File: config.mk
export PLATFORM = sky130hd
export DESIGN_NAME = i2c_master_transfer_sequencer_top
export DESIGN_NICKNAME = d
export VERILOG_FILES = /design/src/rtl/core/i2cmts_pkg.sv /design/src/rtl/core/i2cmts_step.sv /design/src/rtl/core/i2c_master_transfer_sequencer_top.sv
export SDC_FILE = /design/constraint.sdc
export NUM_CORES = 1
export LEC_CHECK = 0
export BUFFER_PORTS_ARGS = -buffer_cell sky130_fd_sc_hd__buf_2
export CAP_MARGIN = 20
export CELL_PAD_IN_SITES_DETAIL_PLACEMENT = 1
export CELL_PAD_IN_SITES_GLOBAL_PLACEMENT = 2
export CORE_ASPECT_RATIO = 1.1
export CORE_MARGIN = 2
export CORE_UTILIZATION = 33
export CTS_CLUSTER_SIZE = 14
export DETAILED_ROUTE_END_ITERATION = 8
export PLACE_DENSITY_LB_ADDON = 0.1
export SLEW_MARGIN = 0
export SYNTH_ARGS = -nofsm -noshare
export SYNTH_HDL_FRONTEND = slang
export SYNTH_SLANG_ARGS = --single-unit
File: constraint.sdc
create_clock -name clk -period 3.3 [get_ports clk]
set_input_delay 0.165 -clock clk [delete_from_list [all_inputs] [get_ports clk]]
set_output_delay 0.165 -clock clk [all_outputs]
set_load 0.01 [all_outputs]
File: src/rtl/core/i2cmts_pkg.sv
// Shared types and codes for the I2C main transfer sequencer.
package i2cmts_pkg;

  typedef enum logic [1:0] {
    ST_READY = 2'd0,
    ST_TX    = 2'd1,
    ST_RX    = 2'd2
  } xfer_state_t;

  localparam logic [3:0] KIND_SEND_REQ  = 4'd0;
  localparam logic [3:0] KIND_RECV_REQ  = 4'd1;
  localparam logic [3:0] KIND_START     = 4'd2;
  localparam logic [3:0] KIND_ADDR_DONE = 4'd3;
  localparam logic [3:0] KIND_TX_EMPTY  = 4'd4;
  localparam logic [3:0] KIND_RX_FULL   = 4'd5;
  localparam logic [3:0] KIND_BYTE_DONE = 4'd6;
  localparam logic [3:0] KIND_STOP      = 4'd7;
  localparam logic [3:0] KIND_ERROR     = 4'd8;

  localparam logic [1:0] ACK_NONE    = 2'd0;
  localparam logic [1:0] ACK_DISABLE = 2'd1;
  localparam logic [1:0] ACK_ENABLE  = 2'd2;

  localparam logic [3:0] NT_NONE     = 4'd0;
  localparam logic [3:0] NT_TX_DONE  = 4'd1;
  localparam logic [3:0] NT_RX_DONE  = 4'd2;
  localparam logic [3:0] NT_STOP     = 4'd3;
  localparam logic [3:0] NT_DATA_REQ = 4'd4;
  localparam logic [3:0] NT_DATA_RCV = 4'd5;
  localparam logic [3:0] NT_ERR_BASE = 4'd6;

  localparam logic [2:0] ERR_CODE_MAX = 3'd4;

  localparam int unsigned IN_BITS  = 38;
  localparam int unsigned OUT_BITS = 28;

  // first field in the lowest bits, so it is the last member
  typedef struct packed {
    logic [2:0] error_code;
    logic       tx_empty_flag;
    logic       transmitter;
    logic       main_mode;
    logic [7:0] rx_byte;
    logic [7:0] tx_byte;
    logic       repeated_start;
    logic [6:0] target_addr;
    logic [7:0] length;
  } event_item_t;

  typedef struct packed {
    logic [3:0]  notify;
    logic [1:0]  ack_action;
    logic        gen_stop;
    logic        gen_start;
    logic [7:0]  read_byte;
    logic        read_valid;
    logic [7:0]  write_byte;
    logic        write_valid;
    xfer_state_t prior_state;
  } step_result_t;

  typedef struct packed {
    xfer_state_t xfer_state;
    logic        events_on;
    logic        errors_on;
    logic [7:0]  bytes_left;
    logic [7:0]  rx_total;
    logic [6:0]  peer_addr;
    logic        keep_bus;
  } xfer_regs_t;

endpackage

File: src/rtl/core/i2cmts_step.sv
// Event decode: next transfer state and result for one event.
module i2cmts_step (
  input  i2cmts_pkg::xfer_regs_t   cur,
  input  logic [3:0]               kind,
  input  i2cmts_pkg::event_item_t  item,
  input  logic                     ack_restore_enable,
  input  logic                     subnode_events_enable,
  output i2cmts_pkg::xfer_regs_t   nxt,
  output i2cmts_pkg::step_result_t res
);
  import i2cmts_pkg::*;

  logic       ev;
  logic       er;
  logic [7:0] bl;

  assign ev = cur.events_on | subnode_events_enable;
  assign er = cur.errors_on | subnode_events_enable;

  always_comb begin
    nxt             = cur;
    bl              = cur.bytes_left;
    res             = '0;
    res.prior_state = cur.xfer_state;
    res.ack_action  = ACK_NONE;
    res.notify      = NT_NONE;
    case (kind)
      KIND_SEND_REQ, KIND_RECV_REQ: begin
        if (cur.xfer_state == ST_READY) begin
          nxt.bytes_left = item.length;
          if (kind == KIND_RECV_REQ) begin
            nxt.rx_total   = item.length;
            nxt.xfer_state = ST_RX;
          end else begin
            nxt.xfer_state = ST_TX;
          end
          nxt.peer_addr = item.target_addr;
          nxt.keep_bus  = item.repeated_start;
          nxt.events_on = 1'b1;
          nxt.errors_on = 1'b1;
          res.gen_start = 1'b1;
        end
      end
      KIND_START: begin
        if (ev && cur.xfer_state == ST_TX) begin
          res.write_valid = 1'b1;
          res.write_byte  = {cur.peer_addr, 1'b0};
        end else if (ev && cur.xfer_state == ST_RX) begin
          res.write_valid = 1'b1;
          res.write_byte  = {cur.peer_addr, 1'b1};
        end
      end
      KIND_ADDR_DONE: begin
        // single-byte receive must NACK its only byte
        if (ev && item.main_mode && cur.xfer_state == ST_RX && cur.rx_total == 8'd1) begin
          res.ack_action = ACK_DISABLE;
        end
      end
      KIND_TX_EMPTY: begin
        if (ev) begin
          if (item.main_mode) begin
            if (cur.xfer_state == ST_TX && cur.bytes_left != 8'd0) begin
              res.write_valid = 1'b1;
              res.write_byte  = item.tx_byte;
              nxt.bytes_left  = cur.bytes_left - 8'd1;
            end
          end else if (item.transmitter) begin
            res.notify = NT_DATA_REQ;
          end
        end
      end
      KIND_RX_FULL: begin
        if (ev) begin
          if (item.main_mode) begin
            if (cur.xfer_state == ST_RX) begin
              if (cur.rx_total != 8'd0) begin
                if (cur.rx_total > 8'd1 && cur.bytes_left == 8'd2) begin
                  res.ack_action = ACK_DISABLE;
                end
                res.read_valid = 1'b1;
                res.read_byte  = item.rx_byte;
                if (cur.bytes_left != 8'd0) begin
                  bl = cur.bytes_left - 8'd1;
                end
              end
              nxt.bytes_left = bl;
              if (bl == 8'd0) begin
                res.gen_stop   = ~cur.keep_bus;
                nxt.xfer_state = ST_READY;
                nxt.events_on  = 1'b0;
                nxt.rx_total   = 8'd0;
                if (ack_restore_enable) begin
                  res.ack_action = ACK_ENABLE;
                end
                res.notify = NT_RX_DONE;
              end
            end
          end else if (!item.transmitter) begin
            res.notify = NT_DATA_RCV;
          end
        end
      end
      KIND_BYTE_DONE: begin
        if (ev && cur.xfer_state == ST_TX && item.tx_empty_flag && cur.bytes_left == 8'd0) begin
          res.gen_stop   = ~cur.keep_bus;
          nxt.xfer_state = ST_READY;
          nxt.events_on  = 1'b0;
          res.notify     = NT_TX_DONE;
        end
      end
      KIND_STOP: begin
        if (ev) begin
          res.notify = NT_STOP;
        end
      end
      KIND_ERROR: begin
        if (er && item.error_code <= ERR_CODE_MAX) begin
          res.notify = NT_ERR_BASE + {1'b0, item.error_code};
        end
      end
      default: begin
      end
    endcase
  end

endmodule

File: src/rtl/core/i2c_master_transfer_sequencer_top.sv
// I2C main transfer sequencer: event stream in, bus action stream out.
// The result of each accepted event is registered into the output register.
// Throughput: one event per cycle; the output register frees s_tready whenever
// it is empty or being drained in the same cycle.
// Reset (rst, synchronous): state ready, counters and enables cleared,
// ack_restore_enable set, subnode_events_enable cleared, output empty.
module i2c_master_transfer_sequencer_top (
  input  logic        clk,
  input  logic        rst,
  input  logic        s_tvalid,
  output logic        s_tready,
  // length[7:0], target_addr[14:8], repeated_start[15], tx_byte[23:16],
  // rx_byte[31:24], main_mode[32], transmitter[33], tx_empty_flag[34],
  // error_code[37:35], zero fill
  input  logic [39:0] s_tdata,
  // kind[3:0]
  input  logic [3:0]  s_tuser,
  output logic        m_tvalid,
  input  logic        m_tready,
  // prior_state[1:0], write_valid[2], write_byte[10:3], read_valid[11],
  // read_byte[19:12], gen_start[20], gen_stop[21], ack_action[23:22],
  // notify[27:24], zero fill
  output logic [31:0] m_tdata,
  input  logic        cfg_we,
  input  logic        cfg_index,
  input  logic        cfg_data
);
  import i2cmts_pkg::*;

  localparam logic CFG_ACK_RESTORE = 1'b0;
  localparam logic CFG_SUBNODE_EV  = 1'b1;

  logic         ack_restore_enable;
  logic         subnode_events_enable;
  xfer_regs_t   regs;
  xfer_regs_t   regs_next;
  step_result_t res_next;
  step_result_t result;
  event_item_t  item;
  logic         s_accept;

  assign item     = event_item_t'(s_tdata[IN_BITS-1:0]);
  assign s_tready = ~m_tvalid | m_tready;
  assign s_accept = s_tvalid & s_tready;
  assign m_tdata  = {4'b0, result};

  i2cmts_step u_step (
    .cur                   (regs),
    .kind                  (s_tuser),
    .item                  (item),
    .ack_restore_enable    (ack_restore_enable),
    .subnode_events_enable (subnode_events_enable),
    .nxt                   (regs_next),
    .res                   (res_next)
  );

  always_ff @(posedge clk) begin
    if (rst) begin
      ack_restore_enable    <= 1'b1;
      subnode_events_enable <= 1'b0;
    end else if (cfg_we) begin
      case (cfg_index)
        CFG_ACK_RESTORE: ack_restore_enable    <= cfg_data;
        CFG_SUBNODE_EV:  subnode_events_enable <= cfg_data;
        default: begin
        end
      endcase
    end
  end

  always_ff @(posedge clk) begin
    if (rst) begin
      regs     <= '{xfer_state: ST_READY, default: '0};
      m_tvalid <= 1'b0;
    end else begin
      if (s_accept) begin
        regs     <= regs_next;
        m_tvalid <= 1'b1;
      end else if (m_tready) begin
        m_tvalid <= 1'b0;
      end
    end
  end

  // hold the payload until the transaction completes
  always_ff @(posedge clk) begin
    if (s_accept) begin
      result <= res_next;
    end
  end

`ifndef SYNTH
  a_start_only_from_ready: assert property (@(posedge clk) disable iff (rst)
    m_tvalid && result.gen_start |-> result.prior_state == ST_READY)
    else $error("start requested while a transfer was busy");

  a_one_byte_direction: assert property (@(posedge clk) disable iff (rst)
    m_tvalid |-> !(result.write_valid && result.read_valid))
    else $error("write and read byte in one result");

  a_done_returns_ready: assert property (@(posedge clk) disable iff (rst)
    s_accept && (res_next.notify == NT_TX_DONE || res_next.notify == NT_RX_DONE)
    |=> regs.xfer_state == ST_READY)
    else $error("transfer completion did not return to ready");

  a_count_never_grows: assert property (@(posedge clk) disable iff (rst)
    s_accept && s_tuser != KIND_SEND_REQ && s_tuser != KIND_RECV_REQ
    |=> regs.bytes_left <= $past(regs.bytes_left))
    else $error("byte count grew outside a request");
`endif

endmodule

# Yosys cells after proc, flatten, opt, wreduce, memory -nomap -nowiden
# Cells that the tools add are included.
[op_classes] n_eq_ne=22 n_lt_le_gt_ge=2 muxes=54 reduce_logical=29 n_bitwise=7 add_sub_neg=2
[op_table] op="two-way mux 8 bit" n=11
[op_table] op="two-way mux 16 bit" n=3
[op_table] op="two-way mux 9 bit" n=5
[op_table] op="two-way mux 28 bit" n=1
[op_table] op="two-way mux 3 bit" n=9
[op_table] op="case mux 8 bit (3 select lines)" n=1
[op_table] op="case mux 4 bit (5 select lines)" n=1
[op_table] op="case mux 9 bit (2 select lines)" n=1
[op_table] op="equality test 4 x 3 -> 1 bit (second input constant)" n=4
[op_table] op="logical NOT 8 bit" n=2
[op_table] op="!= test 2 x 1 -> 1 bit (second input constant)" n=8
[op_table] op="case mux 8 bit (2 select lines)" n=1
[op_table] op="AND reduction 8 bit" n=2
[op_table] op="nonzero test 8 bit" n=2
[op_table] op="two-way mux 7 bit" n=2
[op_table] op="two-way mux 4 bit" n=3
[op_table] op="logical AND 1 bit" n=10
[op_table] op="case mux 3 bit (3 select lines)" n=1
[op_table] op="AND reduction 9 bit" n=1
[op_table] op="equality test 4 x 2 -> 1 bit (second input constant)" n=2
[op_table] op="equality test 8 x 1 -> 1 bit (second input constant)" n=1
[op_table] op="equality test 8 x 2 -> 1 bit (second input constant)" n=1
[op_table] op="greater-than comparator 8 x 1 -> 1 bit (second input constant)" n=1
[op_table] op="two-way mux 1 bit" n=8
[op_table] op="other kinds (24)" n=35
[word_totals] ff_bits=59 elab_cells=135

# Longest topological paths before layout
# Gate-level depths: netlist of run 1.
[logic_depth] ltp_word=13 ltp_mapped=11 ltp_nobuf=8

# By module
# From an unflattened synthesis of run 1, not the netlist that was laid out.
[hier_totals] hier_cells=385 hier_area_um2=3644.7
[by_module_without_submodules] mod="i2c_master_transfer_sequencer_top" n_inst=1 cells_per_inst=175 seq_area_each_um2=1461.4 area_per_inst_um2=2336.0
[by_module_without_submodules] mod="i2cmts_step" n_inst=1 cells_per_inst=210 seq_area_each_um2=0.0 area_per_inst_um2=1308.8

# Worst setup path after synthesis of run 1
# OpenSTA, ideal clock, no wires.
[synth_timing] kind="reg-to-reg" from="register regs[16] in the netlist's numbering" to="register result (netlist bit m_tdata[21]), data pin" arrival_time_ns=2.183 setup_time_ns=0.190 n_path_buf=1 stages_incl_launch_ff=10 slack_ns=0.927 cell_sequence="dfxtp_1 -> buf_6 -> inv_1 -> ha_1 -> nor3b_4 -> a21boi_1 -> mux2i_1 -> nor2b_1 -> nand3_2 -> a2111oi_2"
[synth_lines] item="start: declaration" line="i2c_master_transfer_sequencer_top.sv:35" text="xfer_regs_t regs;"
[synth_lines] item="start signal: assignment" line="i2c_master_transfer_sequencer_top.sv:77" text="regs <= regs_next;"
[synth_lines] item="end signal: assignment" line="i2c_master_transfer_sequencer_top.sv:88" text="result <= res_next;"
[synth_lines] item="end: declaration" line="i2c_master_transfer_sequencer_top.sv:38" text="step_result_t result;"

==> flow_summary_export.csv, run 1 <==
group,metric,value,unit
synthesis,synth_cell_types,64,
clock_network,postCtsHoldBufs,0,
clock_network,clk_pin_slew_worst_paths,70,ps
synthesis,synth_seq_cells,59,
floorplan,std_cell_rows,38,
cells_and_area,syn2layout_area_growth,19.69,%
routing,wirelength,9394,µm
min_path,min_path_type,"in2reg",
status,status,"completed",
critical_path,critPathLaunchType,"register",
routing,wire_per_inst,18.24,µm
critical_path,r2r_slack,440,ps
sta,timing.fmax,349.1,MHz
sta,final_max_slew_viol_count,0,
routing,vias_per_cell,5.419,
critical_path,startpoint,"regs[16]",
sta,period_needed,2865,ps
synthesis,avgSynthCellArea,10.24,µm²
power,leakagePower,1.570,nW
sta,final-setup-viol-count,0,
critical_path,path_class,"reg2reg",
global_route,grt_start_max_net_pins,33,
cells_and_area,layout_common_cells,"buf_2, nor2_1, dfxtp_1, edfxtp_1, a21oi_1",
clock_network,cts_max_path_buffers,2,
critical_path,cp_slowest_stage_delay,420,ps
clock_network,cts-root-buf,"clkbuf_8",
cells_and_area,postLayoutCellArea,3909,µm²
floorplan,io_pins,85,
sta,hold_viol,0,
synthesis,yosys_warnings,0,
floorplan,start_util,33.50,%
critical_path,crit_end,"m_tdata[21]",
synthesis,ys_async_sr_fraction,0,%
synthesis,syn_area,3266,µm²
floorplan,dieArea,10710,µm²
critical_path,path_cells,"inv_1, ha_1, nor3b_4, and2_1, o41ai_2, nor4b_4, nand3_2, a2111oi_2",
critical_path,endpoint_kind,"register",
flow_run,drv_cap,0,
place,gp_routability_congestion,0.8254,
global_route,top_usage_layer,"met2",
critical_path,r2r_start,"regs[16]",
cells_and_area,diodes,0,
global_route,gr-usage-met3,5.624,%
routing,drt_iter0_drc,76,
synthesis,synth-main-ff-cell,"dfxtp_1",
synthesis,netlist_instances,319,
min_path,holdPathStages,2,
place,dpl_cell_area,3690,µm²
synthesis,synth_edf_count,28,
floorplan,die_h,108.3,µm
global_route,overflow,0,
clock_network,numCtsBuffers,9,
floorplan,die_x,98.85,µm
clock_network,ctsResizeCount,0,
place,io_buffers,78,
critical_path,path_max_fanout,8,
global_route,gr-usage-all-layers,18.38,%
sta,fin_skew,9.347,ps
place,dp_hpwl,6776,µm
global_route,grt_pass1_vias,2884,
routing,ant_nets,0,
clock_network,htree_levels,3,
critical_path,arrival,3010,ps
sta,slew_headroom,39.53,%
routing,drc,0,
clock_network,clock-sinks,59,
floorplan,core,9747,µm²
critical_path,r2r_end,"m_tdata[21]",
global_route,use_met2,29.73,%
power,worst_ir_drop_vdd,0.0001899,V
sta,worst_pin_slew,907.0,ps
clock_network,tritoncts,"done",
sta,finalCritPeriodShare,86.81,%
cells_and_area,drive_gt1_share,29.37,%
global_route,antenna_found_initial,0,
critical_path,required,3450,ps
cells_and_area,layout_commonest_cell,"buf_2",
global_route,grt_pass1_wl,15360,µm
sta,finalSetupTns,0,ps
critical_path,cp_slowest_cell,"nor4b_4",
cells_and_area,layout.nets,444,
routing,vias,2791,
power,powerDensity,466.5,nW/µm²
clock_network,post-cts-setup-buffers,0,
critical_path,reg2regPathDepth,8,
synthesis,seq_area_frac_synth,44.75,%
routing,first_pass_iters,4,
global_route,met1_usage,23.76,%
clock_network,clkLatencyLatePin,340,ps
sta,rsz0062_at_grt,"false",
per-layer routing:
layer / wire length [µm] / vias up
li1: - / 1336
met1: 4206 / 1364
met2: 4499 / 79
met3: 557 / 12
met4: 130 / 0
met5: 0 / -
sequential cells by signal (all words and copies together) (netlist names):
name and count:
regs 28, m_tdata 28, ack_restore_enable 1, m_tvalid 1, subnode_events_enable 1
cells by family after synthesis:
kind of cell               synth area share, %
xor gates and xnor gates                 1.609
buffers and inverters                    5.517
AOI/OAI and AO/OA                        22.18
other                                   0.1148
adders and majority gates                1.150
muxes                                    3.065
DFF                                      44.75
and+or+nand+nor                          21.61
through the flow:
stage               util [%]  total power [W]  cells  hold WS, ps  setup WS [ps]
global placement       37.86         0.001095    499        393.0          532.7
detailed placement     37.86         0.001099    499        398.5          482.2
CTS                    40.10         0.001850    515        31.89          442.8
floorplan                  -         0.001011    322        282.9          926.7
global route           40.10         0.001913    515        38.98          252.7
finish                 40.10         0.001823    515        40.31          435.3
how the worst min path moves through the flow:
stage | startpoint | endpoint | slack (ps)
global placement | cfg_data | ack_restore_enable | 390
detailed placement | cfg_data | ack_restore_enable | 400
floorplan | cfg_data | ack_restore_enable | 280
finish | cfg_data | ack_restore_enable | 40
CTS | cfg_data | ack_restore_enable | 30
global route | cfg_data | ack_restore_enable | 40
Yosys cell counts (all sizes together) (4+ instances only):
cell type	n	area (µm²)
a211oi	6	57.56
a21oi	17	88.84
a221oi	6	52.55
a22o	8	70.07
a31oi	13	81.33
and2	12	75.07
buf	15	112.6
clkbuf	8	30.03
dfxtp	31	620.6
edfxtp	28	840.8
inv	10	37.54
mux2i	10	100.1
nand2	13	48.80
nand2b	5	31.28
nand3	4	25.02
nor2	34	127.6
nor2b	12	75.07
nor3	6	35.03
nor4b	5	73.83
o211ai	5	37.54
o21ai	12	60.05
o2bb2ai	10	87.58
or2	4	25.03
xnor2	4	35.03
area by class of cell:
cell class	count	area, µm²
inverter	10	37.54
sequential	59	1461
tap	120	150.1
clock inverter	5	77.57
clock buffer	11	141.4
multi-input combinational	230	1635
timing repair buffer	80	405.4
fill	1139	5838
report_power, final:
group	total [W]	internal, W	leakage, nW	switching (W)
clock	0.000741	0.000444	0.111	0.000297
combinational	0.000268	0.000104	0.924	0.000164
sequential	0.000814	0.000792	0.536	0.0000221
total	0.00182	0.00134	1.57	0.000483
worst max-delay path: cells and delay by family, from the launching register on:
family                     cells  cell delay, ps
and+or+nand+nor                4            1370
AOI/OAI and AO/OA              2             440
DFF                            1             400
adders and majority gates      1             290
buffers and inverters          1             180
Power figures use the tool's default switching activity.
==> run 2, diff against run 1 <==
--- a/config.mk
+++ b/config.mk
@@ -7,14 +7,12 @@
 export LEC_CHECK = 0
 export BUFFER_PORTS_ARGS = -buffer_cell sky130_fd_sc_hd__buf_2
 export CAP_MARGIN = 20
-export CELL_PAD_IN_SITES_DETAIL_PLACEMENT = 1
-export CELL_PAD_IN_SITES_GLOBAL_PLACEMENT = 2
 export CORE_ASPECT_RATIO = 1.1
 export CORE_MARGIN = 2
-export CORE_UTILIZATION = 33
+export CORE_UTILIZATION = 45
 export CTS_CLUSTER_SIZE = 14
 export DETAILED_ROUTE_END_ITERATION = 8
-export PLACE_DENSITY_LB_ADDON = 0.1
+export PLACE_DENSITY = 0.7
 export SLEW_MARGIN = 0
 export SYNTH_ARGS = -nofsm -noshare
 export SYNTH_HDL_FRONTEND = slang
==> flow_summary_export.csv, run 2 (synthesis results as in run 1) <==
group,metric,value,unit
sta,finalCritPeriodShare,82.06,%
power,p_int,0.001341,W
clock_network,clkLatencyLatePin,350,ps
clock_network,clock-sinks,59,
sta,finalSetupTns,0,ps
floorplan,die_h,93.35,µm
cells_and_area,instances_no_fill,479,
clock_network,cts_max_path_buffers,2,
place,dp.cells,463,
clock_network,htree_levels,3,
routing,drt_iter0_drc,239,
sta,period_needed,2708,ps
power,seqPwrFrac,44.9,%
place,dp_hpwl,5585,µm
floorplan,std_cell_rows,32,
sta,final_max_slew_viol_count,0,
routing,vias,2773,
critical_path,r2r_end,"m_tdata[21]",
cells_and_area,postLayoutCellArea,3865,µm²
routing,wire_per_inst,15.98,µm
place,io_buffers,78,
cells_and_area,syn2layout_area_growth,18.35,%
critical_path,path_max_fanout,8,
cells_and_area,drive_gt1_share,29.70,%
place,dpl_cell_area,3638,µm²
power,switching_share,25.95,%
cells_and_area,layout_commonest_cell,"buf_2",
global_route,grt_start_max_net_pins,33,
clock_network,numCtsBuffers,9,
sta,worst_pin_slew,805.6,ps
sta,timing.fmax,369.3,MHz
cells_and_area,layout_common_cells,"buf_2, nor2_1, dfxtp_1, edfxtp_1, a21oi_1",
clock_network,cts-root-buf,"clkbuf_8",
global_route,grt_pass1_vias,2678,
cells_and_area,layout.nets,443,
routing,ant_nets,0,
floorplan,start_util,46.61,%
clock_network,tritoncts,"done",
critical_path,reg2regPathDepth,8,
critical_path,r2r_start,"regs[16]",
routing,first_pass_iters,4,
power,switching_power,0.0004699,W
clock_network,postCtsHoldBufs,0,
sta,final-setup-viol-count,0,
sta,hold_ws,41.19,ps
place,gp_routability_congestion,0.8911,
sta,rsz0062_at_grt,"false",
critical_path,r2r_slack,590,ps
sta,hold_viol,0,
power,pwr-share-comb,14.1,%
critical_path,endpoint_kind,"register",
clock_network,ctsResizeCount,0,
power,worst_ir_drop_vdd,0.0002716,V
power,clkPwrFrac,41.0,%
power,leakagePower,1.562,nW
power,power,0.001811,W
critical_path,arrival,2870,ps
floorplan,die_x,85.23,µm
floorplan,core,7007,µm²
critical_path,required,3460,ps
critical_path,path_class,"reg2reg",
cells_and_area,diodes,0,
clock_network,clk_pin_slew_worst_paths,70,ps
critical_path,critPathLaunchType,"register",
sta,fin_skew,9.452,ps
status,status,"completed",
flow_run,drv_cap,0,
sta,slew_headroom,46.30,%
routing,drc,0,
power,powerDensity,468.5,nW/µm²
global_route,grt_pass1_wl,12660,µm
global_route,gr-usage-all-layers,20.36,%
global_route,overflow,0,
routing,vias_per_cell,5.789,
floorplan,dieArea,7955,µm²
min_path,min_path_type,"in2reg",
floorplan,io_pins,85,
global_route,antenna_found_initial,0,
min_path,holdPathStages,2,
routing,wirelength,7656,µm
min_path,whs_endpoint,"ack_restore_enable",
min_path,hold_start,"cfg_data",
clock_network,post-cts-setup-buffers,0,
[run 2: how the worst max path moves through the flow]
stage / depth (start not counted) / slack [ps] / endpoint / from
floorplan: 9 / 930 / m_tdata[21] / regs[16]
global placement: 8 / 650 / m_tdata[21] / regs[16]
detailed placement: 8 / 590 / m_tdata[21] / regs[16]
CTS: 8 / 560 / m_tdata[21] / regs[16]
global route: 8 / 410 / m_tdata[21] / regs[16]
finish: 8 / 590 / m_tdata[21] / regs[16]
[run 2: worst max-delay path: stages, from the launching register on]
cell	delay, ps
dfxtp_1	390
inv_1	160
ha_1	270
nor3b_4	320
a21boi_1	250
mux2i_1	240
nor2b_1	420
nand3_2	170
a2111oi_2	310
[run 2: stage by stage]
stage                     setup slack [ps]  util [%]
after global placement               647.5     51.93
after floorplan                      926.7         -
after global routing                 410.2     55.16
final                                592.0     55.16
after detailed placement             585.1     51.93
after CTS                            557.9     55.16
[run 2: cell type report]
| class | instances | area (µm²) |
|---|---|---|
| Fill cell | 621 | 3142 |
| Timing Repair Buffer | 79 | 397.9 |
| Inverter | 10 | 37.54 |
| Tap cell | 85 | 106.4 |
| Clock inverter | 6 | 88.84 |
| Sequential cell | 59 | 1461 |
| Multi-Input combinational cell | 230 | 1635 |
| Clock buffer | 10 | 137.6 |
[run 2: per-layer routing]
layer / part of all wire (%) / routed length (µm) / track usage, %
met1: 42 / 3242 / 25.49
met2: 48 / 3677 / 33.01
met3: 7.4 / 564 / 3.972
met4: 2.2 / 172 / 10.98
met5: 0 / 0 / 0
[run 2: power groups by stage]
stage	clock [W]	sequential (W)	combinational, W
CTS	0.000755	0.000813	0.000256
detailed placement	0	0.000829	0.000255
finish	0.000742	0.000813	0.000256
global route	0.000782	0.000817	0.000281
global placement	0	0.000828	0.000253
floorplan	0	0.000829	0.000183
